File: src/tdc_pkg.sv
// Shared types, codes and reset values for the timeline drift corrector.
`timescale 1ns / 1ps
`default_nettype none
package tdc_pkg;

   localparam int POS_W = 47;
   localparam int TIME_W = 47;
   localparam int DRIFT_W = 48;
   localparam int REV_W = 32;
   localparam int CSR_W = 16;
   localparam int CSR_IDX_W = 2;

   localparam logic [POS_W-1:0] POS_MAX = {POS_W{1'b1}};

   localparam logic [2:0] MODE_REF = 3'd0;
   localparam logic [2:0] MODE_OBSERVE = 3'd1;
   localparam logic [2:0] MODE_CATCH_UP = 3'd2;
   localparam logic [2:0] MODE_ACTIVATE = 3'd3;
   localparam logic [2:0] MODE_DEACTIVATE = 3'd4;

   localparam logic [2:0] ST_INACTIVE = 3'd0;
   localparam logic [2:0] ST_UNKNOWN = 3'd1;
   localparam logic [2:0] ST_BUFFERING = 3'd2;
   localparam logic [2:0] ST_DESYNCED = 3'd3;
   localparam logic [2:0] ST_INSYNC = 3'd4;

   localparam logic [CSR_IDX_W-1:0] CSR_DRIFT_TOL = 2'd0;
   localparam logic [CSR_IDX_W-1:0] CSR_SETTLE = 2'd1;
   localparam logic [CSR_IDX_W-1:0] CSR_COOLDOWN = 2'd2;

   localparam logic [CSR_W-1:0] DRIFT_TOL_RESET = 16'd1000;
   localparam logic [CSR_W-1:0] SETTLE_RESET = 16'd250;
   localparam logic [CSR_W-1:0] COOLDOWN_RESET = 16'd2000;

   typedef struct packed {
      logic [CSR_W-1:0] drift_tol;
      logic [CSR_W-1:0] settle;
      logic [CSR_W-1:0] cooldown;
   } csr_type;

   typedef struct packed {
      logic [2:0]        mode;
      logic              ref_playing;
      logic [POS_W-1:0]  position_ms;
      logic [REV_W-1:0]  revision;
      logic [TIME_W-1:0] now_ms;
      logic              player_paused;
      logic              player_ready;
      logic              player_buffering;
      logic              player_seeking;
   } item_type;

   typedef struct packed {
      logic               accepted;
      logic [2:0]         sync_status;
      logic [DRIFT_W-1:0] drift_ms;
      logic [POS_W-1:0]   ref_position_ms;
      logic               catch_up_available;
      logic               pause_request;
      logic               pause_target;
      logic               seek_request;
      logic [POS_W-1:0]   seek_target_ms;
   } result_type;

   typedef struct packed {
      logic               session_active;
      logic               have_reference;
      logic               ref_is_playing;
      logic [POS_W-1:0]   ref_base_position;
      logic [REV_W-1:0]   ref_revision;
      logic [TIME_W-1:0]  ref_observed_at;
      logic [POS_W-1:0]   last_ref_position;
      logic               fl_paused;
      logic               fl_ready;
      logic               fl_buffering;
      logic               fl_seeking;
      logic [POS_W-1:0]   local_position;
      logic [2:0]         status_code;
      logic [DRIFT_W-1:0] drift_value;
      logic               catch_up_flag;
      logic               seek_pending;
      logic [POS_W-1:0]   seek_target;
      logic [TIME_W-1:0]  seek_requested_at;
      logic               pause_pending;
      logic               pause_wanted;
      logic [TIME_W-1:0]  pause_requested_at;
   } state_type;

   localparam state_type STATE_RESET = '{
      session_active: 1'b0,
      have_reference: 1'b0,
      ref_is_playing: 1'b0,
      ref_base_position: '0,
      ref_revision: '0,
      ref_observed_at: '0,
      last_ref_position: '0,
      fl_paused: 1'b1,
      fl_ready: 1'b0,
      fl_buffering: 1'b0,
      fl_seeking: 1'b0,
      local_position: '0,
      status_code: ST_UNKNOWN,
      drift_value: '0,
      catch_up_flag: 1'b0,
      seek_pending: 1'b0,
      seek_target: '0,
      seek_requested_at: '0,
      pause_pending: 1'b0,
      pause_wanted: 1'b1,
      pause_requested_at: '0
   };

endpackage
`default_nettype wire

File: src/tdc_csr.sv
// Configuration registers of the timeline drift corrector.
`timescale 1ns / 1ps
`default_nettype none
module tdc_csr (
   input  wire                               clock,
   input  wire                               reset,
   input  wire                               csr_valid,
   output logic                              csr_ready,
   input  wire  [tdc_pkg::CSR_IDX_W-1:0]     csr_index,
   input  wire  [tdc_pkg::CSR_W-1:0]         csr_data,
   output tdc_pkg::csr_type                  csr_cfg
);
   import tdc_pkg::*;

   csr_type cfg_ff;
   csr_type cfg_in;

   assign csr_ready = 1'b1;
   assign csr_cfg = cfg_ff;

   always_comb begin
      cfg_in = cfg_ff;
      if (csr_valid) begin
         unique case (csr_index)
            CSR_DRIFT_TOL: cfg_in.drift_tol = csr_data;
            CSR_SETTLE: cfg_in.settle = csr_data;
            CSR_COOLDOWN: cfg_in.cooldown = csr_data;
            default: cfg_in = cfg_ff;
         endcase
      end
   end

   always_ff @(posedge clock) begin
      if (reset) begin
         cfg_ff.drift_tol <= DRIFT_TOL_RESET;
         cfg_ff.settle <= SETTLE_RESET;
         cfg_ff.cooldown <= COOLDOWN_RESET;
      end else begin
         cfg_ff <= cfg_in;
      end
   end

endmodule
`default_nettype wire

File: src/tdc_step.sv
// Next-state and result logic for one event of the timeline drift corrector.
`timescale 1ns / 1ps
`default_nettype none
module tdc_step (
   input  tdc_pkg::state_type  state_cur,
   input  tdc_pkg::item_type   item,
   input  tdc_pkg::csr_type    cfg,
   output tdc_pkg::state_type  state_nxt,
   output tdc_pkg::result_type result
);
   import tdc_pkg::*;

   logic is_ref, is_obs, is_catch, is_act, is_deact;
   logic paused_e, buffering_e, seeking_e, playing_e;
   logic ref_ok, newer, catch_ok, accepted, recon, force_fix;
   logic [TIME_W:0] span;
   logic [POS_W:0] ext_sum;
   logic [POS_W-1:0] ext_pos, refpos, local_sel;
   logic [DRIFT_W-1:0] drift, absd;
   logic gt_tol, gt_settle, thr_hit;
   logic [POS_W:0] settle_diff, settle_abs;
   logic settled;
   logic [TIME_W:0] pause_gap, seek_gap;
   logic seek_pend_e, pause_pend_e, due_pause, due_seek;
   logic want_paused, mismatch, do_pause, do_seek, out_of_sync;

   assign is_ref = (item.mode == MODE_REF);
   assign is_obs = (item.mode == MODE_OBSERVE);
   assign is_catch = (item.mode == MODE_CATCH_UP);
   assign is_act = (item.mode == MODE_ACTIVATE);
   assign is_deact = (item.mode == MODE_DEACTIVATE);

   assign paused_e = is_obs ? item.player_paused : state_cur.fl_paused;
   assign buffering_e = is_obs ? item.player_buffering : state_cur.fl_buffering;
   assign seeking_e = is_obs ? item.player_seeking : state_cur.fl_seeking;
   assign playing_e = is_ref ? item.ref_playing : state_cur.ref_is_playing;

   assign ref_ok = state_cur.session_active
                   && !(state_cur.have_reference && item.revision < state_cur.ref_revision);
   assign newer = !state_cur.have_reference || item.revision > state_cur.ref_revision;
   assign catch_ok = state_cur.session_active && state_cur.have_reference
                     && state_cur.fl_ready && !state_cur.fl_buffering
                     && !state_cur.fl_seeking;
   assign accepted = (is_ref && ref_ok) || (is_obs && state_cur.session_active)
                     || (is_catch && catch_ok) || is_act || is_deact;
   assign recon = (is_ref && ref_ok && state_cur.fl_ready)
                  || (is_obs && state_cur.session_active && state_cur.have_reference
                      && item.player_ready)
                  || (is_catch && catch_ok);
   assign force_fix = is_catch || (is_obs && state_cur.fl_buffering);

   // The reference position moves on with elapsed time while it plays.
   assign span = {1'b0, item.now_ms} - {1'b0, state_cur.ref_observed_at};
   assign ext_sum = {1'b0, state_cur.ref_base_position}
                    + (span[TIME_W] ? '0 : {1'b0, span[TIME_W-1:0]});
   assign ext_pos = !state_cur.ref_is_playing ? state_cur.ref_base_position
                    : (ext_sum[POS_W] ? POS_MAX : ext_sum[POS_W-1:0]);
   assign refpos = is_ref ? item.position_ms : ext_pos;
   assign local_sel = is_obs ? item.position_ms : state_cur.local_position;

   assign drift = {1'b0, local_sel} - {1'b0, refpos};
   assign absd = drift[DRIFT_W-1] ? (~drift + 1'b1) : drift;
   assign gt_tol = absd > {{(DRIFT_W-CSR_W){1'b0}}, cfg.drift_tol};
   assign gt_settle = absd > {{(DRIFT_W-CSR_W){1'b0}}, cfg.settle};
   assign thr_hit = force_fix ? gt_settle : gt_tol;

   assign settle_diff = {1'b0, item.position_ms} - {1'b0, state_cur.seek_target};
   assign settle_abs = settle_diff[POS_W] ? (~settle_diff + 1'b1) : settle_diff;
   assign settled = settle_abs <= {{(POS_W+1-CSR_W){1'b0}}, cfg.settle};

   always_comb begin
      if (is_ref && newer) begin
         seek_pend_e = 1'b0;
         pause_pend_e = 1'b0;
      end else if (is_obs) begin
         seek_pend_e = state_cur.seek_pending && !settled;
         pause_pend_e = state_cur.pause_pending
                        && (item.player_paused != state_cur.pause_wanted);
      end else begin
         seek_pend_e = state_cur.seek_pending;
         pause_pend_e = state_cur.pause_pending;
      end
   end

   // A request start that lies in the future gives a negative gap and is not yet due.
   assign pause_gap = {1'b0, item.now_ms} - {1'b0, state_cur.pause_requested_at};
   assign seek_gap = {1'b0, item.now_ms} - {1'b0, state_cur.seek_requested_at};
   assign due_pause = !pause_pend_e
                      || (!pause_gap[TIME_W]
                          && pause_gap[TIME_W-1:0] >= {{(TIME_W-CSR_W){1'b0}}, cfg.cooldown});
   assign due_seek = !seek_pend_e
                     || (!seek_gap[TIME_W]
                         && seek_gap[TIME_W-1:0] >= {{(TIME_W-CSR_W){1'b0}}, cfg.cooldown});

   assign want_paused = !playing_e;
   assign mismatch = paused_e != want_paused;
   assign do_pause = recon && !buffering_e && mismatch && (force_fix || due_pause);
   assign do_seek = recon && !buffering_e && !seeking_e && thr_hit
                    && (force_fix || due_seek);
   assign out_of_sync = mismatch || gt_tol || pause_pend_e || do_pause
                        || seek_pend_e || do_seek;

   always_comb begin
      state_nxt = state_cur;
      if (is_act || is_deact) begin
         state_nxt = STATE_RESET;
         state_nxt.session_active = is_act;
      end else if (accepted) begin
         if (is_ref) begin
            state_nxt.ref_is_playing = item.ref_playing;
            state_nxt.ref_base_position = item.position_ms;
            state_nxt.ref_revision = item.revision;
            state_nxt.ref_observed_at = item.now_ms;
            state_nxt.last_ref_position = item.position_ms;
            state_nxt.have_reference = 1'b1;
            if (newer) begin
               state_nxt.pause_wanted = 1'b1;
            end
         end
         if (is_obs) begin
            state_nxt.local_position = item.position_ms;
            state_nxt.fl_paused = item.player_paused;
            state_nxt.fl_ready = item.player_ready;
            state_nxt.fl_buffering = item.player_buffering;
            state_nxt.fl_seeking = item.player_seeking;
            if (!state_cur.have_reference) begin
               state_nxt.status_code = ST_UNKNOWN;
               state_nxt.catch_up_flag = 1'b0;
               state_nxt.drift_value = '0;
            end else if (!item.player_ready) begin
               state_nxt.status_code = ST_UNKNOWN;
               state_nxt.catch_up_flag = 1'b0;
            end
         end
         state_nxt.seek_pending = seek_pend_e;
         state_nxt.pause_pending = pause_pend_e;
         if (recon) begin
            state_nxt.last_ref_position = refpos;
            state_nxt.drift_value = drift;
            if (buffering_e) begin
               state_nxt.status_code = ST_BUFFERING;
               state_nxt.catch_up_flag = 1'b0;
            end else begin
               if (do_pause) begin
                  state_nxt.pause_pending = 1'b1;
                  state_nxt.pause_wanted = want_paused;
                  state_nxt.pause_requested_at = item.now_ms;
               end
               if (do_seek) begin
                  state_nxt.seek_pending = 1'b1;
                  state_nxt.seek_target = refpos;
                  state_nxt.seek_requested_at = item.now_ms;
               end
               state_nxt.status_code = out_of_sync ? ST_DESYNCED : ST_INSYNC;
               state_nxt.catch_up_flag = out_of_sync && !seeking_e;
            end
         end
      end
   end

   always_comb begin
      result.accepted = accepted;
      result.sync_status = state_nxt.session_active ? state_nxt.status_code : ST_INACTIVE;
      result.drift_ms = state_nxt.session_active ? state_nxt.drift_value : '0;
      result.ref_position_ms = state_nxt.have_reference ? state_nxt.last_ref_position : '0;
      result.catch_up_available = state_nxt.catch_up_flag;
      result.pause_request = do_pause;
      result.pause_target = do_pause && want_paused;
      result.seek_request = do_seek;
      result.seek_target_ms = do_seek ? refpos : '0;
   end

endmodule
`default_nettype wire

File: src/timeline_drift_corrector.sv
// Top level of the timeline drift corrector: beat registers, state and result register.
// Usage:
// Events enter on the req_ channel; a beat is taken when req_valid is high and
// req_stall is low. Every event gives exactly one result beat on the rsp_
// channel, taken when rsp_valid is high and rsp_stall is low.
// An event is captured in an input register, evaluated against the session
// state and written to the result register, from which its result beat is
// offered. One event is taken per cycle while the receiver does not stall;
// the figure is set by the single evaluation stage that updates the state.
// When the receiver stalls, the result register holds its beat and the input
// register keeps one more event; after that req_stall rises.
// The csr_ channel writes the drift tolerance, settle window and cooldown
// (index 0 to 2, other indexes ignored) and is always ready; write it only
// while no event is in flight.
// Reset is synchronous: the session is inactive, no reference is known and
// the registers return to 1000, 250 and 2000 ms.
`timescale 1ns / 1ps
`default_nettype none
module timeline_drift_corrector (
   input  wire                                   clock,
   input  wire                                   reset,
   input  wire                                   req_valid,
   output logic                                  req_stall,
   input  wire  [2:0]                            req_mode,
   input  wire                                   req_ref_playing,
   input  wire  [tdc_pkg::POS_W-1:0]             req_position_ms,
   input  wire  [tdc_pkg::REV_W-1:0]             req_revision,
   input  wire  [tdc_pkg::TIME_W-1:0]            req_now_ms,
   input  wire                                   req_player_paused,
   input  wire                                   req_player_ready,
   input  wire                                   req_player_buffering,
   input  wire                                   req_player_seeking,
   output logic                                  rsp_valid,
   input  wire                                   rsp_stall,
   output logic                                  rsp_accepted,
   output logic [2:0]                            rsp_sync_status,
   output logic signed [tdc_pkg::DRIFT_W-1:0]    rsp_drift_ms,
   output logic [tdc_pkg::POS_W-1:0]             rsp_ref_position_ms,
   output logic                                  rsp_catch_up_available,
   output logic                                  rsp_pause_request,
   output logic                                  rsp_pause_target,
   output logic                                  rsp_seek_request,
   output logic [tdc_pkg::POS_W-1:0]             rsp_seek_target_ms,
   input  wire                                   csr_valid,
   output logic                                  csr_ready,
   input  wire  [tdc_pkg::CSR_IDX_W-1:0]         csr_index,
   input  wire  [tdc_pkg::CSR_W-1:0]             csr_data
);
   import tdc_pkg::*;

   csr_type cfg;
   item_type item_ff, item_in;
   logic item_valid_ff, item_valid_in;
   state_type state_ff, state_in;
   result_type res_ff, res_in;
   logic res_valid_ff, res_valid_in;
   logic out_free, advance, take_req;

   tdc_csr u_csr (
      .clock     (clock),
      .reset     (reset),
      .csr_valid (csr_valid),
      .csr_ready (csr_ready),
      .csr_index (csr_index),
      .csr_data  (csr_data),
      .csr_cfg   (cfg)
   );

   tdc_step u_step (
      .state_cur (state_ff),
      .item      (item_ff),
      .cfg       (cfg),
      .state_nxt (state_in),
      .result    (res_in)
   );

   assign out_free = !res_valid_ff || !rsp_stall;
   assign advance = item_valid_ff && out_free;
   assign req_stall = item_valid_ff && !out_free;
   assign take_req = req_valid && !req_stall;

   assign item_valid_in = take_req || (item_valid_ff && !advance);
   assign res_valid_in = advance || (res_valid_ff && rsp_stall);

   always_comb begin
      item_in = item_ff;
      if (take_req) begin
         item_in.mode = req_mode;
         item_in.ref_playing = req_ref_playing;
         item_in.position_ms = req_position_ms;
         item_in.revision = req_revision;
         item_in.now_ms = req_now_ms;
         item_in.player_paused = req_player_paused;
         item_in.player_ready = req_player_ready;
         item_in.player_buffering = req_player_buffering;
         item_in.player_seeking = req_player_seeking;
      end
   end

   always_ff @(posedge clock) begin
      if (reset) begin
         item_valid_ff <= 1'b0;
         res_valid_ff <= 1'b0;
         state_ff <= STATE_RESET;
      end else begin
         item_valid_ff <= item_valid_in;
         res_valid_ff <= res_valid_in;
         if (advance) begin
            state_ff <= state_in;
         end
      end
   end

   always_ff @(posedge clock) begin
      item_ff <= item_in;
      if (advance) begin
         res_ff <= res_in;
      end
   end

   assign rsp_valid = res_valid_ff;
   assign rsp_accepted = res_ff.accepted;
   assign rsp_sync_status = res_ff.sync_status;
   assign rsp_drift_ms = res_ff.drift_ms;
   assign rsp_ref_position_ms = res_ff.ref_position_ms;
   assign rsp_catch_up_available = res_ff.catch_up_available;
   assign rsp_pause_request = res_ff.pause_request;
   assign rsp_pause_target = res_ff.pause_target;
   assign rsp_seek_request = res_ff.seek_request;
   assign rsp_seek_target_ms = res_ff.seek_target_ms;

endmodule
`default_nettype wire

File: config.mk
export PLATFORM = sky130hd
export DESIGN_NAME = timeline_drift_corrector
export DESIGN_NICKNAME = d
export VERILOG_FILES = /design/src/tdc_pkg.sv /design/src/tdc_csr.sv /design/src/tdc_step.sv /design/src/timeline_drift_corrector.sv
export SDC_FILE = /design/constraint.sdc
export NUM_CORES = 2
export LEC_CHECK = 0
export ABC_AREA = 1
export ABC_CLOCK_PERIOD_IN_PS = 10000
export BUFFER_PORTS_ARGS = -buffer_cell sky130_fd_sc_hd__buf_2
export CAP_MARGIN = 10
export CORE_ASPECT_RATIO = 2
export CORE_UTILIZATION = 39
export DETAILED_ROUTE_END_ITERATION = 8
export GPL_ROUTABILITY_DRIVEN = 0
export PLACE_DENSITY = 0.59
export SYNTH_ARGS = -nofsm -noshare
export SYNTH_HDL_FRONTEND = slang
export SYNTH_SLANG_ARGS = --single-unit
File: constraint.sdc
create_clock -name clock -period 10 [get_ports clock]
set_clock_uncertainty 0.05 [all_clocks]
set_input_delay 0 -clock clock [delete_from_list [all_inputs] [get_ports clock]]
set_output_delay 0 -clock clock [all_outputs]
set_load 0.02 [all_outputs]
==> results.toml <==
[outcome]
status = "finished, violations left"
violations = "setup timing"

[sta]
slew_headroom_pct = 14.8
tightestPinTransition_ps = 1280
max_freq_mhz = 97.3
maxSlewViolCount = 0
hold_viol = 0
fin_crit_ps = 10280
rsz0062_at_grt = "true"
setup_viol_count_final = 151
period_share_pct = 103
layout_setup_ws_ps = -278

[cts]
cts_tree = "yes"
cts_buffers = 76
clkTransAtPathRegs_ps = 70
cts_buffer_depth = 3
root_buffer = "clkbuf_16"
clock_latency_ps = 730
h-tree-depth = 3
clock-sinks = 757

[setup_path]
crit_required_ps = 10480
path_common_cell = "nand2_2"
slowest_delay_ps = 460
critical_path.endpoint_type = "flop"
r2r_end = "state_ff[108]"
startpoint_type = "flop"
r2r_cells = 69
reg2reg_from = "item_ff[5]"
reg2reg_slack_ps = -280
crit_fanout = 8
setup.worst_path.class = "flop to flop"
slowest_stage = "edfxtp_1"
arrival_ps = 10760

[final_layout]
nNetsFinal = 10300
fin_cells = 11700
drive_gt1_share_pct = 23.3
fin_util_pct = 53.9
area_growth_pct = 37.3
fin_area_um2 = 76600

[job]
maxCapViolCount = 0

[synthesis]
synth_cell_types = 57
ys_warn_count = 0
synth_area_um2 = 55800
syn_avg_cell_area_um2 = 6.70
synthCells = 8331
ys_top_cells_by_count = "2009 x nand2_1, 1141 x inv_1, 1078 x nor2_1"
yosysMostFrequentCell = "nand2_1"
yosys-top-cells-area = "dfxtp_1 17%, edfxtp_1 15%, nand2_1 14%"
syn-num-nets = 8890
ys_seq_elements = 757
async_reset_ff_share_pct = 0
synth_edf_count = 284
yosysTopAreaCellShare_pct = 17.0
ys.flop_type = "dfxtp_1"
yosysSeqAreaShare_pct = 32.2
netlist.top_cell.by_area = "dfxtp_1"

[global_routing]
grt_max_degree = 146
grt_pass1_vias = 62800
grt_use_total_pct = 34.4
antenna_found_initial = 17
grt_pass1_wl_mm = 372
grt_overflow = 0

[routing]
drc = 0
viasPerCell = 5.53
drt-total-wl_mm = 264
ant_nets = 0
via_count = 64800
drtPass1Iterations = 9
detail_route.wl_per_cell_um = 22.5
drtIter0Drc = 4968

[worst_hold_path]
holdPathEnd = "item_ff[96]"
min_from = "req_position_ms[13]"
hp-class = "input port to flop"
holdPathStages = 2

[place]
placed_area_um2 = 65700
io_buffer_count = 308
hpwl_mm = 193
dp.cells = 11100

[floorplanning]
die_h_um = 537
rows = 196
fp.coreArea_um2 = 142000
dieArea_um2 = 145000
start_util_pct = 39.2
io_pins = 310
fp.dieW_um = 270

[power]
power_mw = 10.7
power_density_nw_per_um2 = 139
ir_drop_uv = 156
power_leakage_nw = 34.7
stage by stage:
stage	TNS, ps	setup slack (ps)	hold WS (ps)
6_report	-26250	-278	16.1
5_1_grt	-93750	-755	20.9
4_1_cts	-59.7	-15.2	1.08
3_5_place_dp	-180590	-1330	128
3_3_place_gp	-175050	-1330	127
2_1_floorplan	0	1.09	48.9
kinds of logic after synthesis:
group,share of synthesized area (%)
mux,0.0179
flops,32.2
xor+xnor,3.09
compound gates,17.7
other cells,0.00672
fa+ha+maj,9.09
simple gates,27.9
buf+inv,10.0
how the worst max path moves through the flow:
stage	endpoint	cells after the start	slack, ps	startpoint
after floorplan	state_ff[122]	74	1	item_ff[6]
after global placement	state_ff[95]	68	-1330	item_ff[4]
after detailed placement	state_ff[122]	66	-1330	item_ff[4]
after CTS	state_ff[133]	72	-20	item_ff[5]
after global routing	state_ff[108]	74	-760	item_ff[5]
final	state_ff[108]	69	-280	item_ff[5]
worst max-delay path: cells and delay by family, from the launching register on:
kind	cells	cell delay, ps
and+or+nand+nor	34	3950
AOI/OAI and AO/OA	16	2350
buffers and inverters	14	2020
adders and majority gates	3	920
DFF	1	460
xor gates and xnor gates	2	330
metal layers:
metal / track usage, % / routed length [um] / part of all wire [%]
met1: 30.9 / 82700 / 31
met2: 61.9 / 130000 / 49
met3: 7.57 / 19000 / 7.2
met4: 35.7 / 32200 / 12
met5: 0 / 46 / 0.017
registers in the layout (all words and copies together), names as in the netlist:
signal and cells:
item_ff 134, item_valid_ff 1, rsp_accepted 1, rsp_catch_up_available 1, rsp_drift_ms 48, rsp_pause_request 1, rsp_pause_target 1, rsp_ref_position_ms 47
rsp_seek_request 1, rsp_seek_target_ms 47, rsp_sync_status 3, rsp_valid 1, state_ff 423, u_csr.csr_cfg 48
final cells by class:
cell class                      instances  area, um2
Fill cell                           13600      65600
Tap cell                             1881       2350
Antenna cell                           16       40.0
Multi-Input combinational cell       6120      35800
Timing Repair Buffer                 1661      13500
Clock inverter                         49        483
Inverter                             1157       4410
Sequential cell                       757      18000
Clock buffer                           91       2060
placed cells by master (no fill, tap or decap), drive strengths merged, types with 4 or more instances in the layout:
master       count
a21o            13
o22ai           12
dfxtp          473
nand2         2024
o311ai           6
a22oi          125
or2             20
o221ai          46
a211oi          13
xor2           114
clkbuf         109
o31ai            6
nor4             7
fa               6
nand4           92
ha             396
inv           1157
nand3b          33
diode           16
xnor2           83
a31oi           44
bufinv           7
o21a            35
dlygate4sd3    281
buf           1362
clkinvlp         8
nor3            53
o21bai          24
clkinv          34
a21oi          745
and3             4
o211ai         147
nand3          467
and2             9
edfxtp         284
nor2          1094
a21boi          16
o21ai          468
a221oi           5
where the power goes:
group	switching (mW)	internal, mW
Clock	1.41	1.67
Sequential	0.113	3.33
Combinational	2.49	1.68
Total	4.01	6.68
what timing repair did:
item | CTS | global route
endpoints found under the hold margin | 307 | 0
pin swaps | 107 | 210
hold buffers | 281 | 0
cloned | 6 | 20
endpoints found under the setup margin | 151 | 151
setup buffers | 67 | 69
gates resized for setup | 395 | 653
(Power assumes the default switching activity.)
